<file path="config.mk">
export PLATFORM = sky130hd
export DESIGN_NAME = hdec_ram
export DESIGN_NICKNAME = d
export VERILOG_FILES = /design/src/hw/rtl/hdec_ram.sv
export SDC_FILE = /design/constraint.sdc
export NUM_CORES = 1
export LEC_CHECK = 0
export ABC_AREA = 1
export BUFFER_PORTS_ARGS = -buffer_cell sky130_fd_sc_hd__buf_4
export CORE_MARGIN = 4
export CORE_UTILIZATION = 30
export CTS_CLUSTER_SIZE = 25
export DETAILED_ROUTE_END_ITERATION = 12
export GPL_ROUTABILITY_DRIVEN = 0
export MAX_ROUTING_LAYER = met4
export PLACE_DENSITY_LB_ADDON = 0.2
export SLEW_MARGIN = 20
export SYNTH_ARGS = -nofsm -noshare
export SYNTH_HDL_FRONTEND = slang
export SYNTH_SLANG_ARGS = --single-unit
</file>
<file path="constraint.sdc">
create_clock -name clk -period 1.1 [get_ports clk]
set_input_delay 0 -clock clk [delete_from_list [all_inputs] [get_ports clk]]
set_output_delay 0 -clock clk [all_outputs]
set_load 0.005 [all_outputs]
</file>
<file path="src/hw/rtl/hdec_ram.sv">
`timescale 1ns / 1ps
module hdec_ram #(
  parameter int WIDTH = 8,
  parameter int DEPTH = 16
) (
  input  logic                     clk,
  input  logic                     wr_en,
  input  logic [$clog2(DEPTH)-1:0] wr_addr,
  input  logic [WIDTH-1:0]         wr_data,
  input  logic                     rd_en,
  input  logic [$clog2(DEPTH)-1:0] rd_addr,
  output logic [WIDTH-1:0]         rd_data
);

  logic [WIDTH-1:0] mem [DEPTH];

  always_ff @(posedge clk) begin
    if (wr_en) begin
      mem[wr_addr] <= wr_data;
    end
    if (rd_en) begin
      rd_data <= mem[rd_addr];
    end
  end

endmodule

</file>
== After elaboration in Yosys (flattened, before gate mapping) ==
Memory sizes are Yosys's and may differ from the RTL's. A register that Yosys moved wholly into a read port is not among the register bits.
Index checks and enable logic that the tools add are counted.
Storage, ports and cells
  flip-flop bits (word level): 0
  bits in writable memories: 128
  input bits: 19
  memories: 1
Operators by class
  muxes and demuxes: 2
Memory list
  mem: words 16, width 8, read ports 1, clocked after Yosys merged registers in 1, write ports 1, RTL line 15  | logic [WIDTH-1:0] mem [DEPTH];
Operator list (number)
  1-bit 2-to-1 mux: 2

== Longest topological paths before layout ==
Gate-level depths: netlist of the first run.
  word-level depth: 2
  gate-level depth with buffers: 8
  gate-level depth less buffers: 7

== Worst setup path after synthesis of the first run ==
No wires, ideal clock.
  path type: in2reg
  start: input port wr_addr[2]
  end: memory mem[10][0], enable pin
  setup time: 0.370 ns
  arrival time: 0.581 ns
  data required time: 0.730 ns
  setup slack: 0.149 ns
  cell stages on the path: 2
  cells stage by stage: nand3b_1 -> nor2_1
RTL lines
  start, declared: RTL line 8  | input logic [$clog2(DEPTH)-1:0] wr_addr,
  end, declared: RTL line 15
No word-level cell before the write port.

==> results of run 1 <==
[tightest hold or removal path: cells and delay by family]
kind          cells  cell delay, ps
buf+inv           2             280
simple gates      2             190
[metal layers]
layer  up-vias  routed length (um)
met5         -                   0
met4         0                 172
met3        14                 348
met2        59                7000
met1      1849                6700
li1       1889                   -
[worst max-delay path by stage]
stage | from | to | slack, ps | cells after the start
2_1_floorplan | wr_addr[2] | mem[10][0] | 150 | 2
3_3_place_gp | rd_addr[1] | rd_data[3] | -230 | 6
3_5_place_dp | rd_addr[1] | rd_data[3] | -220 | 6
4_1_cts | mem[13][6] | rd_data[6] | -7 | 6
5_1_grt | mem[1][2] | rd_data[2] | -60 | 6
6_report | mem[4][3] | rd_data[3] | 1 | 6
[metrics by stage]
stage                     total power, W  setup WS, ps
final                             0.0127          1.37
after global routing              0.0131         -60.6
after CTS                         0.0128         -6.61
after detailed placement         0.00677          -219
after global placement           0.00677          -226
after floorplan                  0.00638           149
[timing repair]
item / CTS / global route
resized for setup: 22 / 20
hold buffers: 10 / 0
setup endpoints to repair: 8 / 8
pin swaps: 2 / 17
hold endpoints to repair: 141 / 0
setup buffers: 0 / 0
[cells by family (layout without fill, tap and decap cells)]
group                  Yosys count  count (layout)  synth area share
buffers and inverters          126             194            0.0939
flip-flops                     136             136             0.698
AND/OR/NAND/NOR                289             289             0.208
[synth_stat cells (all sizes together)]
cell / count
nand2: 173
buf: 24
nand3: 97
inv: 102
nand3b: 2
edfxtp: 136
nor2: 17
[power by group through the flow]
stage / Sequential (W) / Clock, W / Combinational, W
2_1_floorplan: 0.00597 / 0 / 0.000409
3_3_place_gp: 0.00598 / 0 / 0.000787
3_5_place_dp: 0.00598 / 0 / 0.000791
4_1_cts: 0.00588 / 0.00602 / 0.000857
5_1_grt: 0.00588 / 0.00630 / 0.000963
6_report: 0.00588 / 0.00594 / 0.000865
[registers in the layout, indices dropped and copies added, names as in the netlist]
name,cells
mem,128
rd_data,8
[cell type report]
type,instances,area [um2],share of cell area
inverters,102,383,0.0520
multi-input cells,289,1420,0.192
clock buffers,19,433,0.0588
clock inverters,13,183,0.0248
well taps,260,325,0.0442
flip-flops and latches,136,4080,0.555
repair buffers,60,538,0.0731
==> impl_metrics.ini, run 1 <==
[status]
outcome = completed

[grt]
grt_pass1_wl_um = 22100
gr-usage-all-layers = 0.141
busiest_layer = met2
antenna_found_initial = 0
gr-usage-met1 = 0.181
grt_pass1_vias = 3858
grt_max_degree = 43
grtUsageMet3 = 0.0313
gr-total-overflow = 0
use_met2 = 0.223

[logic_synthesis]
ys_ff_latch = 136
synth_area_leaders = edfxtp_1 (70%), nand2_1 (11%), nand3_1 (8.3%), inv_1 (6.4%), buf_6 (1.2%)
syn_area_mm2 = 0.00585
synth_seq_area_share = 0.698
synth_top_area_frac = 0.698
synth_nets = 570
synth.avg_cell_area_um2 = 10.6
netlist_instances = 551
ys_types = 11
ys_warn_count = 0
synth_top_area_cell = edfxtp_1

[cts]
cts_sinks = 136
clk_pin_slew_ps = 60
cts_max_level = 4
clock-root-buffer = clkbuf_16
clkLatencyLatePin_ps = 410
cts_buffers = 17
clock_path_buffers = 2
cts_tree = done

[setup_path]
arrival_ps = 1260
worst_setup_path_start_kind = flop
reg2regPathDepth = 6
end_kind = flop
path_cells = inv_1, nand2_1, nand3_1, nand3_2, nand3_2, nand2_1
cp_data_required_time_ps = 1260
crit_path_top_delay_cell = edfxtp_1
crit_fanout = 1
slowest_delay_ps = 370
path_buf_inv = 1
reg2reg_from = mem[4][3]
r2r_slack_ps = 1
critPathTopFamily = simple AND/OR/NAND/NOR gates
critical_path_class = flop to flop
r2r-end = rd_data[3]

[worst_hold_path]
hold_class = input pin to flop
min_path_cells = 4
hp-start = wr_en
holdPathEnd = mem[2][1]

[final_layout]
antenna_cells = 0
fin_util = 0.388
instances_no_fill = 879
fillers = 1839
drive_gt1_frac = 0.191
final_cell_mix = nand2_1 (170), edfxtp_1 (136), inv_1 (100), nand3_1 (58), buf_4 (45)
layout.nets = 625
area_growth_pct = 25.9
final_common_cell = nand2_1
design_area_mm2 = 0.00736

[die]
io_pins = 27
dieArea_mm2 = 0.0218
coreArea_mm2 = 0.0190
dieWidth_um = 148
initial_core_util = 0.308
die_y_um = 148
rows = 50

[sta]
tns_ps = 0
setup_viol = 0
hold_slack_ps = 203
finalHoldViolations = 0
drv_slew = 0
max_freq_mhz = 910
worst_pin_slew_ps = 693
finalClockSkew_ps = 9.32
fin_crit_sh = 0.999
period_minus_slack_ps = 1100
relSlewSlack = 0.537
rsz0062_at_grt = yes

[place]
placedCellCount = 837
port_buffers = 26
dpl.hpwl_um = 8780
place_area_mm2 = 0.00644

[job]
maxCapViolations = 0

[route]
wl_um = 14200
drcViolationCount = 0
num_vias = 3811
vias_per_cell = 4.34
initialDrtViolationCount = 288
wl_per_cell_um = 16.2
drtAntennaViolNets = 0
drt_pre_antenna_iters = 5

[power]
power_density_mw_per_mm2 = 1720
power_frac_seq = 0.463
p_comb_frac = 0.068
ir_worst_vdd_uv = 956
power.internal_w = 0.0101
swShare = 0.203
leakagePower_nw = 3.12
pwr-share-clk = 0.468
p_sw_w = 0.00257
(Power assumes the default switching activity.)
==> inputs of run 2 (changes only) <==
--- a/config.mk
+++ b/config.mk
@@ -9,11 +9,12 @@
 export BUFFER_PORTS_ARGS = -buffer_cell sky130_fd_sc_hd__buf_4
 export CORE_MARGIN = 4
 export CORE_UTILIZATION = 30
-export CTS_CLUSTER_SIZE = 25
 export DETAILED_ROUTE_END_ITERATION = 12
 export GPL_ROUTABILITY_DRIVEN = 0
+export GPL_TIMING_DRIVEN = 0
 export MAX_ROUTING_LAYER = met4
 export PLACE_DENSITY_LB_ADDON = 0.2
+export SETUP_SLACK_MARGIN = 0.4
 export SLEW_MARGIN = 20
 export SYNTH_ARGS = -nofsm -noshare
 export SYNTH_HDL_FRONTEND = slang
==> impl_metrics.ini, run 2 (synthesis results as in run 1) <==
[status]
outcome = complete, but fails checks
failed_checks = negative setup slack

[setup_path]
end_kind = flop
arrival_ps = 1280
reg2reg_from = mem[5][1]
r2r-end = rd_data[1]
cp_data_required_time_ps = 1280
critical_path_class = flop to flop
r2r_slack_ps = -2
crit_fanout = 1
reg2regPathDepth = 6
worst_setup_path_start_kind = flop

[final_layout]
drive_gt1_frac = 0.294
fillers = 1782
largest_reg_flops = 128
antenna_cells = 0
largest_register = mem
layout.nets = 629
final_common_cell = nand2_1
design_area_mm2 = 0.00766
area_growth_pct = 30.9
largest_registers = mem: 128 flops, rd_data: 8 flops
final_cell_mix = nand2_1 (147), edfxtp_1 (136), inv_1 (98), nand3_2 (49), nand3_1 (47)

[route]
drt_pre_antenna_iters = 5
drcViolationCount = 0
wl_um = 15400
vias_per_cell = 4.47
drtAntennaViolNets = 0
initialDrtViolationCount = 319
num_vias = 3943
wl_per_cell_um = 17.4

[sta]
setup_viol = 2
worst_pin_slew_ps = 583
rsz0062_at_grt = yes
hold_slack_ps = 90.7
period_minus_slack_ps = 1100
drv_slew = 0
finalHoldViolations = 0
max_freq_mhz = 908
fin_crit_sh = 1.00
finalClockSkew_ps = 7.69
relSlewSlack = 0.611
fin_ws_ps = -1.77

[cts]
clkLatencyLatePin_ps = 430
cts_sinks = 136
clk_pin_slew_ps = 60
cts_tree = done
clock_path_buffers = 2
cts_max_level = 4
cts_buffers = 17
clock-root-buffer = clkbuf_16

[worst_hold_path]
min_path_cells = 4
hold_class = input pin to flop
hp-start = rd_addr[2]
holdPathEnd = rd_data[0]

[die]
dieArea_mm2 = 0.0218
dieWidth_um = 148
die_y_um = 148
io_pins = 27
rows = 50
initial_core_util = 0.308
coreArea_mm2 = 0.0190

[grt]
gr-total-overflow = 0
antenna_found_initial = 0
gr-usage-all-layers = 0.150
grt_pass1_vias = 3815
grt_max_degree = 17
grt_pass1_wl_um = 23200

[power]
power_w = 0.0127
leakagePower_nw = 3.15
power_density_mw_per_mm2 = 1660
ir_worst_vdd_uv = 1090

[job]
maxCapViolations = 0

[place]
place_area_mm2 = 0.00649
dpl.hpwl_um = 10000
port_buffers = 23
## run 2: worst max-delay path by stage
stage / to / cells past startpoint / slack [ps] / from
2_1_floorplan: rd_data[2] / 6 / 180 / mem[5][2]
3_3_place_gp: mem[5][4] / 3 / -280 / wr_addr[3]
3_5_place_dp: mem[5][1] / 3 / -340 / wr_addr[3]
4_1_cts: rd_data[0] / 6 / 4 / mem[11][0]
5_1_grt: rd_data[1] / 6 / -50 / mem[4][1]
6_report: rd_data[1] / 6 / -2 / mem[5][1]
## run 2: area by class of cell
class                           instances  area [um2]  area share
Sequential cell                       136        4080       0.533
Multi-Input combinational cell        289        1680       0.220
Clock buffer                           17         425      0.0556
Timing Repair Buffer                   40         403      0.0526
Inverter                              102         390      0.0510
Tap cell                              260         325      0.0425
Clock inverter                         15         178      0.0232
Buffer                                 24         166      0.0217
## run 2: timing repair
item | in CTS | in global routing
endpoints found under the setup margin | 80 | 16
gates resized for setup | 44 | 41
endpoints found under the hold margin | 136 | 0
hold buffers | 9 | 0
setup buffers | 8 | 0
pin swaps | 26 | 16
## run 2: critical path, stage by stage, from the launching register on
cell,delay (ps)
edfxtp_1,360
inv_1,60
nand2_1,40
nand3_1,100
nand3_2,90
nand3_1,120
nand2_2,80
## run 2: power breakdown
group | leakage, nW | switching, W | internal, W | total, W
Clock | 0.293 | 0.00224 | 0.00357 | 0.00581
Combinational | 1.63 | 0.000666 | 0.000350 | 0.00102
Sequential | 1.24 | 0.0000320 | 0.00584 | 0.00587
Total | 3.15 | 0.00294 | 0.00976 | 0.0127
## run 2: layer usage
| layer | track usage | up-vias | part of all wire |
|---|---|---|---|
| li1 | - | 1900 | - |
| met1 | 0.204 | 1928 | 0.48 |
| met2 | 0.217 | 93 | 0.45 |
| met3 | 0.0334 | 22 | 0.038 |
| met4 | 0.0652 | 0 | 0.026 |
| met5 | - | - | 0 |
## run 2: per-stage QoR
stage,cells,TNS [ps],utilization,worst slack [ps]
after CTS,883,0,0.395,3.70
after global routing,883,-319,0.404,-49.9
after detailed placement,834,-16380,0.343,-339
after floorplan,551,0,-,182
final,883,-3.41,0.404,-1.77
after global placement,834,-14440,0.343,-283
